## src/ahfp_pkg.sv

```systemverilog
`timescale 1ns / 1ps
`default_nettype none
package ahfp_pkg;

  localparam int MAX_PAYLOAD_DEF = 64;
  localparam int QUEUE_DEPTH     = 2;
  localparam int ACK_LEN         = 5;

  localparam logic [7:0] CH_DOLLAR = 8'h24;
  localparam logic [7:0] CH_HASH   = 8'h23;
  localparam logic [7:0] CH_ZERO   = 8'h30;
  localparam logic [7:0] CH_NINE   = 8'h39;
  localparam logic [7:0] CH_CR     = 8'h0D;
  localparam logic [7:0] CH_LF     = 8'h0A;
  localparam logic [7:0] HEX_ALPHA_GAP = 8'd7;

  typedef enum logic [2:0] {
    PH_IDLE    = 3'd0,
    PH_ADDR_HI = 3'd1,
    PH_ADDR_LO = 3'd2,
    PH_PAYLOAD = 3'd3,
    PH_CK_HI   = 3'd4,
    PH_CK_LO   = 3'd5,
    PH_DISCARD = 3'd6
  } phase_t;

  typedef enum logic [2:0] {
    ST_OK       = 3'd0,
    ST_BADSTART = 3'd1,
    ST_BADADDR  = 3'd2,
    ST_BADCKSUM = 3'd3,
    ST_OVERFLOW = 3'd4
  } status_t;

  typedef enum logic {
    KIND_PAYLOAD = 1'b0,
    KIND_STATUS  = 1'b1
  } kind_t;

  // one classified received character
  typedef struct packed {
    logic [7:0] data;
    logic [7:0] digit;
    logic       is_dollar;
    logic       is_hash;
    logic       is_cr;
    logic       is_lf;
  } tok_t;

  // no range check: anything above '9' is taken as an uppercase letter
  function automatic logic [7:0] hex_digit(input logic [7:0] c);
    logic [7:0] d;
    d = c - CH_ZERO;
    if (c > CH_NINE) begin
      d = d - HEX_ALPHA_GAP;
    end
    return d;
  endfunction

  function automatic logic [7:0] ack_char(input logic [2:0] idx);
    logic [7:0] c;
    case (idx)
      3'd0:    c = 8'h41;
      3'd1:    c = 8'h43;
      3'd2:    c = 8'h4B;
      3'd3:    c = 8'h30;
      3'd4:    c = 8'h30;
      default: c = 8'h00;
    endcase
    return c;
  endfunction

endpackage
`default_nettype wire

```

## src/ahfp_front.sv

```systemverilog
`timescale 1ns / 1ps
`default_nettype none
module ahfp_front (
  input  wire logic          clk,
  input  wire logic          rst_n,
  input  wire logic          in_valid,
  output logic               in_ready,
  input  wire logic [7:0]    in_rx_byte,
  output logic               tok_valid,
  input  wire logic          tok_ready,
  output ahfp_pkg::tok_t     tok
);

  logic           stg_valid_r;
  logic           stg_valid_nxt;
  ahfp_pkg::tok_t stg_tok_r;
  ahfp_pkg::tok_t stg_tok_nxt;
  logic           load;

  assign in_ready = !stg_valid_r || tok_ready;
  assign load     = in_valid && in_ready;

  always_comb begin
    stg_tok_nxt.data      = in_rx_byte;
    stg_tok_nxt.digit     = ahfp_pkg::hex_digit(in_rx_byte);
    stg_tok_nxt.is_dollar = (in_rx_byte == ahfp_pkg::CH_DOLLAR);
    stg_tok_nxt.is_hash   = (in_rx_byte == ahfp_pkg::CH_HASH);
    stg_tok_nxt.is_cr     = (in_rx_byte == ahfp_pkg::CH_CR);
    stg_tok_nxt.is_lf     = (in_rx_byte == ahfp_pkg::CH_LF);
    if (load) begin
      stg_valid_nxt = 1'b1;
    end else if (tok_ready) begin
      stg_valid_nxt = 1'b0;
    end else begin
      stg_valid_nxt = stg_valid_r;
    end
  end

  always_ff @(posedge clk) begin
    if (!rst_n) begin
      stg_valid_r <= 1'b0;
    end else begin
      stg_valid_r <= stg_valid_nxt;
    end
  end

  always_ff @(posedge clk) begin
    if (load) begin
      stg_tok_r <= stg_tok_nxt;
    end
  end

  assign tok_valid = stg_valid_r;
  assign tok       = stg_tok_r;

endmodule
`default_nettype wire

```

## src/ahfp_queue.sv

```systemverilog
`timescale 1ns / 1ps
`default_nettype none
module ahfp_queue (
  input  wire logic           clk,
  input  wire logic           rst_n,
  input  wire logic           push_valid,
  output logic                push_ready,
  input  wire ahfp_pkg::tok_t push_tok,
  output logic                pop_valid,
  input  wire logic           pop_ready,
  output ahfp_pkg::tok_t      pop_tok
);

  localparam int Depth = ahfp_pkg::QUEUE_DEPTH;
  localparam int PtrW  = (Depth > 1) ? $clog2(Depth) : 1;
  localparam int CntW  = $clog2(Depth + 1);

  ahfp_pkg::tok_t  slot_r [Depth];
  logic [PtrW-1:0] wr_ptr_r;
  logic [PtrW-1:0] wr_ptr_nxt;
  logic [PtrW-1:0] rd_ptr_r;
  logic [PtrW-1:0] rd_ptr_nxt;
  logic [CntW-1:0] count_r;
  logic [CntW-1:0] count_nxt;
  logic            push;
  logic            pop;

  assign push_ready = (count_r != CntW'(Depth));
  assign pop_valid  = (count_r != '0);
  assign push       = push_valid && push_ready;
  assign pop        = pop_valid && pop_ready;
  assign pop_tok    = slot_r[rd_ptr_r];

  function automatic logic [PtrW-1:0] ptr_inc(input logic [PtrW-1:0] p);
    logic [PtrW-1:0] n;
    n = (p == PtrW'(Depth - 1)) ? '0 : p + PtrW'(1);
    return n;
  endfunction

  always_comb begin
    wr_ptr_nxt = push ? ptr_inc(wr_ptr_r) : wr_ptr_r;
    rd_ptr_nxt = pop ? ptr_inc(rd_ptr_r) : rd_ptr_r;
    count_nxt  = count_r;
    if (push && !pop) begin
      count_nxt = count_r + CntW'(1);
    end else if (pop && !push) begin
      count_nxt = count_r - CntW'(1);
    end
  end

  always_ff @(posedge clk) begin
    if (!rst_n) begin
      wr_ptr_r <= '0;
      rd_ptr_r <= '0;
      count_r  <= '0;
    end else begin
      wr_ptr_r <= wr_ptr_nxt;
      rd_ptr_r <= rd_ptr_nxt;
      count_r  <= count_nxt;
    end
  end

  always_ff @(posedge clk) begin
    if (push) begin
      slot_r[wr_ptr_r] <= push_tok;
    end
  end

endmodule
`default_nettype wire

```

## src/ahfp_back.sv

```systemverilog
`timescale 1ns / 1ps
`default_nettype none
module ahfp_back #(
  parameter int MAX_PAYLOAD = ahfp_pkg::MAX_PAYLOAD_DEF
) (
  input  wire logic           clk,
  input  wire logic           rst_n,
  input  wire logic           cfg_wr_en,
  input  wire logic [7:0]     cfg_wr_data,
  input  wire logic           tok_valid,
  output logic                tok_ready,
  input  wire ahfp_pkg::tok_t tok,
  output logic                out_valid,
  input  wire logic           out_ready,
  output logic                out_kind,
  output logic [7:0]          out_payload_byte,
  output logic [2:0]          out_status,
  output logic [6:0]          out_payload_length,
  output logic                out_ack_seen
);

  localparam logic [6:0] MaxLen = 7'(MAX_PAYLOAD);
  localparam logic [2:0] AckLen = 3'(ahfp_pkg::ACK_LEN);

  ahfp_pkg::phase_t  phase_r, phase_nxt;
  logic [7:0]        own_addr_r;
  logic [7:0]        sum_r, sum_nxt;
  logic [3:0]        nib_r, nib_nxt;
  logic [6:0]        len_r, len_nxt;
  logic [2:0]        ack_prog_r, ack_prog_nxt;
  logic              ack_ok_r, ack_ok_nxt;

  logic              out_valid_r, out_valid_nxt;
  ahfp_pkg::kind_t   kind_r, kind_nxt;
  logic [7:0]        byte_r, byte_nxt;
  ahfp_pkg::status_t status_r, status_nxt;
  logic [6:0]        olen_r, olen_nxt;
  logic              oack_r, oack_nxt;

  logic              take;
  logic              emit;
  logic [7:0]        hex_val;
  logic              ack_hit;

  assign tok_ready = !out_valid_r || out_ready;
  assign take      = tok_valid && tok_ready;
  assign hex_val   = {nib_r, 4'b0000} + tok.digit;
  assign ack_hit   = ack_ok_r && (ack_prog_r < AckLen) &&
                     (tok.data == ahfp_pkg::ack_char(ack_prog_r));

  always_comb begin
    phase_nxt    = phase_r;
    sum_nxt      = sum_r;
    nib_nxt      = nib_r;
    len_nxt      = len_r;
    ack_prog_nxt = ack_prog_r;
    ack_ok_nxt   = ack_ok_r;
    emit         = 1'b0;
    kind_nxt     = ahfp_pkg::KIND_STATUS;
    byte_nxt     = 8'h00;
    status_nxt   = ahfp_pkg::ST_OK;
    olen_nxt     = 7'd0;
    oack_nxt     = 1'b0;
    if (take) begin
      case (phase_r)
        ahfp_pkg::PH_ADDR_HI: begin
          nib_nxt   = tok.digit[3:0];
          sum_nxt   = sum_r + tok.data;
          phase_nxt = ahfp_pkg::PH_ADDR_LO;
        end
        ahfp_pkg::PH_ADDR_LO: begin
          sum_nxt = sum_r + tok.data;
          if (hex_val != own_addr_r) begin
            phase_nxt  = ahfp_pkg::PH_DISCARD;
            emit       = 1'b1;
            status_nxt = ahfp_pkg::ST_BADADDR;
          end else begin
            phase_nxt = ahfp_pkg::PH_PAYLOAD;
          end
        end
        ahfp_pkg::PH_PAYLOAD: begin
          if (tok.is_hash) begin
            phase_nxt = ahfp_pkg::PH_CK_HI;
          end else if (len_r >= MaxLen) begin
            phase_nxt  = ahfp_pkg::PH_DISCARD;
            emit       = 1'b1;
            status_nxt = ahfp_pkg::ST_OVERFLOW;
            olen_nxt   = MaxLen;
          end else begin
            sum_nxt  = sum_r + tok.data;
            len_nxt  = len_r + 7'd1;
            if (ack_hit) begin
              ack_prog_nxt = ack_prog_r + 3'd1;
            end else begin
              ack_ok_nxt = 1'b0;
            end
            emit     = 1'b1;
            kind_nxt = ahfp_pkg::KIND_PAYLOAD;
            byte_nxt = tok.data;
          end
        end
        ahfp_pkg::PH_CK_HI: begin
          nib_nxt   = tok.digit[3:0];
          phase_nxt = ahfp_pkg::PH_CK_LO;
        end
        ahfp_pkg::PH_CK_LO: begin
          phase_nxt  = ahfp_pkg::PH_IDLE;
          emit       = 1'b1;
          status_nxt = (hex_val == sum_r) ? ahfp_pkg::ST_OK : ahfp_pkg::ST_BADCKSUM;
          olen_nxt   = len_r;
          oack_nxt   = ack_ok_r && (ack_prog_r == AckLen) && (len_r == 7'(ahfp_pkg::ACK_LEN));
        end
        ahfp_pkg::PH_DISCARD: begin
          if (tok.is_cr) begin
            phase_nxt = ahfp_pkg::PH_IDLE;
          end
        end
        default: begin
          // idle, and the unused phase code
          if (tok.is_cr || tok.is_lf) begin
            phase_nxt = ahfp_pkg::PH_IDLE;
          end else if (tok.is_dollar) begin
            phase_nxt    = ahfp_pkg::PH_ADDR_HI;
            sum_nxt      = 8'h00;
            nib_nxt      = 4'h0;
            len_nxt      = 7'd0;
            ack_prog_nxt = 3'd0;
            ack_ok_nxt   = 1'b1;
          end else begin
            phase_nxt  = ahfp_pkg::PH_DISCARD;
            emit       = 1'b1;
            status_nxt = ahfp_pkg::ST_BADSTART;
          end
        end
      endcase
    end

    if (emit) begin
      out_valid_nxt = 1'b1;
    end else if (out_ready) begin
      out_valid_nxt = 1'b0;
    end else begin
      out_valid_nxt = out_valid_r;
    end
  end

  always_ff @(posedge clk) begin
    if (!rst_n) begin
      phase_r     <= ahfp_pkg::PH_IDLE;
      own_addr_r  <= 8'h00;
      sum_r       <= 8'h00;
      nib_r       <= 4'h0;
      len_r       <= 7'd0;
      ack_prog_r  <= 3'd0;
      ack_ok_r    <= 1'b1;
      out_valid_r <= 1'b0;
    end else begin
      phase_r     <= phase_nxt;
      sum_r       <= sum_nxt;
      nib_r       <= nib_nxt;
      len_r       <= len_nxt;
      ack_prog_r  <= ack_prog_nxt;
      ack_ok_r    <= ack_ok_nxt;
      out_valid_r <= out_valid_nxt;
      if (cfg_wr_en) begin
        own_addr_r <= cfg_wr_data;
      end
    end
  end

  // hold the result until it is taken
  always_ff @(posedge clk) begin
    if (emit) begin
      kind_r   <= kind_nxt;
      byte_r   <= byte_nxt;
      status_r <= status_nxt;
      olen_r   <= olen_nxt;
      oack_r   <= oack_nxt;
    end
  end

  assign out_valid          = out_valid_r;
  assign out_kind           = kind_r;
  assign out_payload_byte   = byte_r;
  assign out_status         = status_r;
  assign out_payload_length = olen_r;
  assign out_ack_seen       = oack_r;

endmodule
`default_nettype wire

```

## src/ascii_hex_frame_parser.sv

```systemverilog
`timescale 1ns / 1ps
`default_nettype none
// Parser for '$' AA payload '#' CC reply frames arriving one character per
// transaction. Takes one character per clock cycle, sustained, as long as the
// result side keeps up; the figure is set by the frame parser, which steps
// once per character. A character goes through the classifier register, a
// QUEUE_DEPTH-entry queue and the parser's result register before its result
// shows up. Each payload character is delivered as a result of kind 0; a
// status result (kind 1) closes every frame, good or bad. After a bad start,
// wrong address or overflow, characters are dropped up to and including the
// next CR. Write own_address only while the block is idle.
module ascii_hex_frame_parser #(
  parameter int MAX_PAYLOAD = ahfp_pkg::MAX_PAYLOAD_DEF
) (
  input  wire logic       clk,
  input  wire logic       rst_n,
  input  wire logic       cfg_wr_en,
  input  wire logic [7:0] cfg_wr_data,
  input  wire logic       in_valid,
  output logic            in_ready,
  input  wire logic [7:0] in_rx_byte,
  output logic            out_valid,
  input  wire logic       out_ready,
  output logic            out_kind,
  output logic [7:0]      out_payload_byte,
  output logic [2:0]      out_status,
  output logic [6:0]      out_payload_length,
  output logic            out_ack_seen
);

  logic           fr_valid;
  logic           fr_ready;
  ahfp_pkg::tok_t fr_tok;
  logic           bk_valid;
  logic           bk_ready;
  ahfp_pkg::tok_t bk_tok;

  ahfp_front u_front (
    .clk        (clk),
    .rst_n      (rst_n),
    .in_valid   (in_valid),
    .in_ready   (in_ready),
    .in_rx_byte (in_rx_byte),
    .tok_valid  (fr_valid),
    .tok_ready  (fr_ready),
    .tok        (fr_tok)
  );

  ahfp_queue u_queue (
    .clk        (clk),
    .rst_n      (rst_n),
    .push_valid (fr_valid),
    .push_ready (fr_ready),
    .push_tok   (fr_tok),
    .pop_valid  (bk_valid),
    .pop_ready  (bk_ready),
    .pop_tok    (bk_tok)
  );

  ahfp_back #(
    .MAX_PAYLOAD (MAX_PAYLOAD)
  ) u_back (
    .clk                (clk),
    .rst_n              (rst_n),
    .cfg_wr_en          (cfg_wr_en),
    .cfg_wr_data        (cfg_wr_data),
    .tok_valid          (bk_valid),
    .tok_ready          (bk_ready),
    .tok                (bk_tok),
    .out_valid          (out_valid),
    .out_ready          (out_ready),
    .out_kind           (out_kind),
    .out_payload_byte   (out_payload_byte),
    .out_status         (out_status),
    .out_payload_length (out_payload_length),
    .out_ack_seen       (out_ack_seen)
  );

endmodule
`default_nettype wire

```

## config.mk

```make
export PLATFORM = sky130hd
export DESIGN_NAME = ascii_hex_frame_parser
export DESIGN_NICKNAME = d
export VERILOG_FILES = /design/src/ahfp_pkg.sv /design/src/ahfp_front.sv /design/src/ahfp_queue.sv /design/src/ahfp_back.sv /design/src/ascii_hex_frame_parser.sv
export SDC_FILE = /design/constraint.sdc
export NUM_CORES = 1
export LEC_CHECK = 0
export BUFFER_PORTS_ARGS = -buffer_cell sky130_fd_sc_hd__buf_2
export CAP_MARGIN = 10
export CORE_ASPECT_RATIO = 0.75
export CORE_MARGIN = 2
export CORE_UTILIZATION = 50
export CTS_CLUSTER_SIZE = 24
export DETAILED_ROUTE_END_ITERATION = 10
export GPL_TIMING_DRIVEN = 0
export MAX_ROUTING_LAYER = met4
export PLACE_DENSITY = 0.74
export SYNTH_ARGS = -nofsm -noshare
export SYNTH_HDL_FRONTEND = slang
export SYNTH_HIERARCHICAL = 1
export SYNTH_SLANG_ARGS = --single-unit
```

## constraint.sdc

```tcl
create_clock -name clk -period 3.3 [get_ports clk]
set_input_delay 0.825 -clock clk [delete_from_list [all_inputs] [get_ports clk]]
set_output_delay 0.825 -clock clk [all_outputs]
set_load 0.005 [all_outputs]
```

==> out/qor.csv <==
metric,value,unit
clockPowerShare,35.3,%
grt_overflow_total,0,
rows,34,
gp_congestion,0.9554,
maxCapViolations,0,
drt_iter0_drc,342,
grt_pass1_vias,3992,
clk_pin_slew,0.05,ns
min_from,u_front/tok[9],
cts_tree,yes,
status,completed,
r2r_end,u_back/out_payload_length[2],
min_path_type,flop to flop,
switchingPower,1.715,mW
initial_core_util,51.35,%
antenna_found_initial,0,
cts_buffers,17,
place_area,6400,um^2
synth_top_area_cell,edfxtp_1,
irDropWorstVdd,432.1,uV
syn_inst,505,
synthFlopType,edfxtp_1,
dp.cells,708,
ys_ff_latch,121,
wire_per_inst,17.25,um
critPathArrivalTime,3.17,ns
coreArea,11660,um^2
seq_power_share,35.4,%
dieArea,12870,um^2
die_x,130.3,um
cpPeakStageDelay,0.45,ns
yosysWarnings,6,
clk_path_buf_depth,2,
post-cts-setup-buffer-count,0,
wirelength,12.78,mm
grt_max_degree,21,
cp.required,3.35,ns
yosysTopAreaCellShare,40.13,%
fin_skew,0.007159,ns
diodes,0,
finalSetupViolations,0,
min_to,u_queue/slot_r[1][9],
ios,43,
die_h,98.76,um
ys_seq_area_share,53.85,%
synth_edf_count,80,
intPower,3.803,mW
crit_slowest_cell,o22ai_2,
drcViolationCount,0,
clock-sinks,121,
relSlewSlack,35.72,%
synth_cell_type_count,73,
final_cell_count_no_fill,741,
synth_area_leaders,"edfxtp_1, dfxtp_1, ha_1",
period_share,94.54,%
syn_area_per_cell,11.85,um^2
start_kind,flop,
cellLeakagePower,2.692,nW
clk_latency,0.41,ns
critPathKind,flop to flop,
syn-num-nets,553,
fin_area,7058,um^2
final_nets,614,
h-tree-depth,4,
grt_pass1_wl,20.27,mm
hpwl,8.879,mm
async_flop_share,0,%
cp-end-kind,flop,
crit_chain,buf_2 -> mux2_2 -> ha_1 -> fa_1 -> xor2_1 -> xnor2_1 -> nand4_1 -> nor2_4 -> o22ai_2,
cp_max_fo,10,
final_hold_viol_count,0,
ctsHoldBuffers,0,
vias,4112,
ant_nets,0,
firstDrtPassIters,4,
hold_path_depth,0,
cts_root_buf,clkbuf_16,
portBuffers,41,
reg2reg_slack,0.18,ns
netlist_area,5986,um^2
grtUsageTotal,21.60,%
grt_setup_unrepaired,false,
r2r_cells,9,
max_freq,320.5,MHz
slew_viol_final,0,
drive_gt1_share,20.73,%
swShare,31.08,%
p_comb_share,29.3,%
power_density,781.8,nW/um^2
tightestPinTransition,0.9642,ns
vias_per_cell,5.549,
fin_crit,3.120,ns
area_growth,17.91,%
==> area by class of cell <==
type	count	area, um^2
sequential	121	3223
timing repair buffer	41	205.2
clock buffer	21	460.4
clock inverter	11	170.2
buffer	16	83.83
inverter	23	86.33
tap	162	202.7
multi-input combinational	346	2626
fill	933	4598
==> flip-flops by register name (all words and copies together) (netlist names), named ones only <==
register	flops
u_back/out_ack_seen	1
u_back/out_kind	1
u_back/own_addr_r	8
u_back/phase_r	3
u_queue/wr_ptr_r	1
u_back/nib_r	4
u_back/len_r	7
u_front/tok_valid	1
u_back/sum_r	8
u_queue/slot_r	40
u_back/out_payload_length	7
u_queue/count_r	2
u_back/out_valid	1
u_back/ack_prog_r	3
u_front/tok	20
u_queue/rd_ptr_r	1
u_back/out_status	3
u_back/ack_ok_r	1
u_back/out_payload_byte	8
==> synth_stat cells (3+ instances only) <==
| library cell | number |
|---|---|
| a211o_1 | 3 |
| inv_1 | 22 |
| xnor2_1 | 18 |
| xor2_1 | 12 |
| edfxtp_1 | 80 |
| or3_1 | 9 |
| nand4_1 | 4 |
| a31oi_1 | 3 |
| a32oi_1 | 3 |
| o211ai_1 | 3 |
| o21bai_1 | 3 |
| buf_2 | 7 |
| a22oi_1 | 4 |
| nand3_1 | 11 |
| nor3b_1 | 3 |
| ha_1 | 25 |
| mux2_2 | 20 |
| a21oi_1 | 19 |
| a21o_1 | 4 |
| o21ai_0 | 20 |
| nor2_1 | 37 |
| nand2b_1 | 7 |
| nor3_1 | 10 |
| a21boi_0 | 4 |
| nand2_1 | 28 |
| clkbuf_1 | 5 |
| dfxtp_1 | 41 |
| and2_1 | 22 |
| and3_1 | 5 |
| nor4_1 | 5 |
| mux2i_1 | 12 |
==> stage by stage <==
| stage | setup WS (ns) | TNS (ns) | hold slack (ns) | util, % | power (mW) |
|---|---|---|---|---|---|
| after floorplan | 0.3908 | 0 | 0.4215 | - | 3.127 |
| after global placement | -0.1066 | -2.094 | 0.4270 | 54.91 | 3.471 |
| after detailed placement | -0.1915 | -3.786 | 0.4369 | 54.91 | 3.532 |
| after CTS | 0.03308 | 0 | 0.4502 | 60.38 | 5.517 |
| after global routing | 0.02287 | 0 | 0.4559 | 60.55 | 5.804 |
| final | 0.1801 | 0 | 0.4482 | 60.55 | 5.518 |
==> power by group through the flow <==
| stage | Clock, mW | Combinational (mW) | Sequential, mW |
|---|---|---|---|
| 3_3_place_gp | 0 | 1.50 | 1.97 |
| 4_1_cts | 1.99 | 1.58 | 1.96 |
| 2_1_floorplan | 0 | 1.17 | 1.96 |
| 3_5_place_dp | 0 | 1.55 | 1.98 |
| 5_1_grt | 2.06 | 1.77 | 1.98 |
| 6_report | 1.95 | 1.62 | 1.96 |
==> logic make-up after synthesis <==
group / Yosys count / share of synthesized area (%)
AO/OA/AOI/OAI: 93 / 11.04
adder cells (fa/ha/maj): 27 / 5.895
flip-flops: 121 / 53.85
AND/OR/NAND/NOR: 160 / 15.24
buffers and inverters: 39 / 2.843
multiplexers: 33 / 5.957
XOR/XNOR: 32 / 5.184
==> per-layer routing <==
layer | global-route usage, % | routed length (um)
met5 | - | 0
met4 | 6.547 | 91
met3 | 5.809 | 796
met2 | 32.34 | 5932
met1 | 29.01 | 5962
==> placed cells by master, fill, tap and decap left out, types with 7 or more instances in the layout <==
cell        n
mux2_2     20
nand3_1    11
or3_1       9
dfxtp_1    41
clkbuf_16  17
xor2_1     12
a21oi_1    19
mux2i_1    12
nand2_1    28
clkbuf_1    7
nor2_1     36
buf_2      48
ha_1       25
nand2b_1    7
and2_1     22
o21ai_0    20
edfxtp_1   80
inv_1      22
xnor2_1    18
nor3_1     10
==> critical path: cells and delay by family (launching register included) <==
kind            cells  cell delay [ns]
fa+ha+maj           2             0.61
xor+xnor            2             0.45
compound gates      1             0.45
mux                 1             0.37
flops               1             0.33
simple gates        2             0.30
buf+inv             1             0.25
==> worst max-delay path by stage <==
stage,start,to,slack (ns),cells past startpoint
after CTS,flop,u_back/out_payload_byte[0],0.03,9
final,flop,u_back/out_payload_length[2],0.18,9
after global placement,flop,u_back/out_payload_byte[7],-0.11,9
after global routing,flop,u_back/out_payload_length[2],0.02,9
after floorplan,flop,u_back/out_ack_seen,0.39,9
after detailed placement,flop,u_back/out_payload_byte[6],-0.19,9
==> timing repair <==
action | 4_1_cts | 5_1_grt
setup endpoints to repair | 20 | 20
gates cloned | 0 | 1
pin swaps | 0 | 1
resized for setup | 1 | 2
Power figures use the tool's default switching activity.
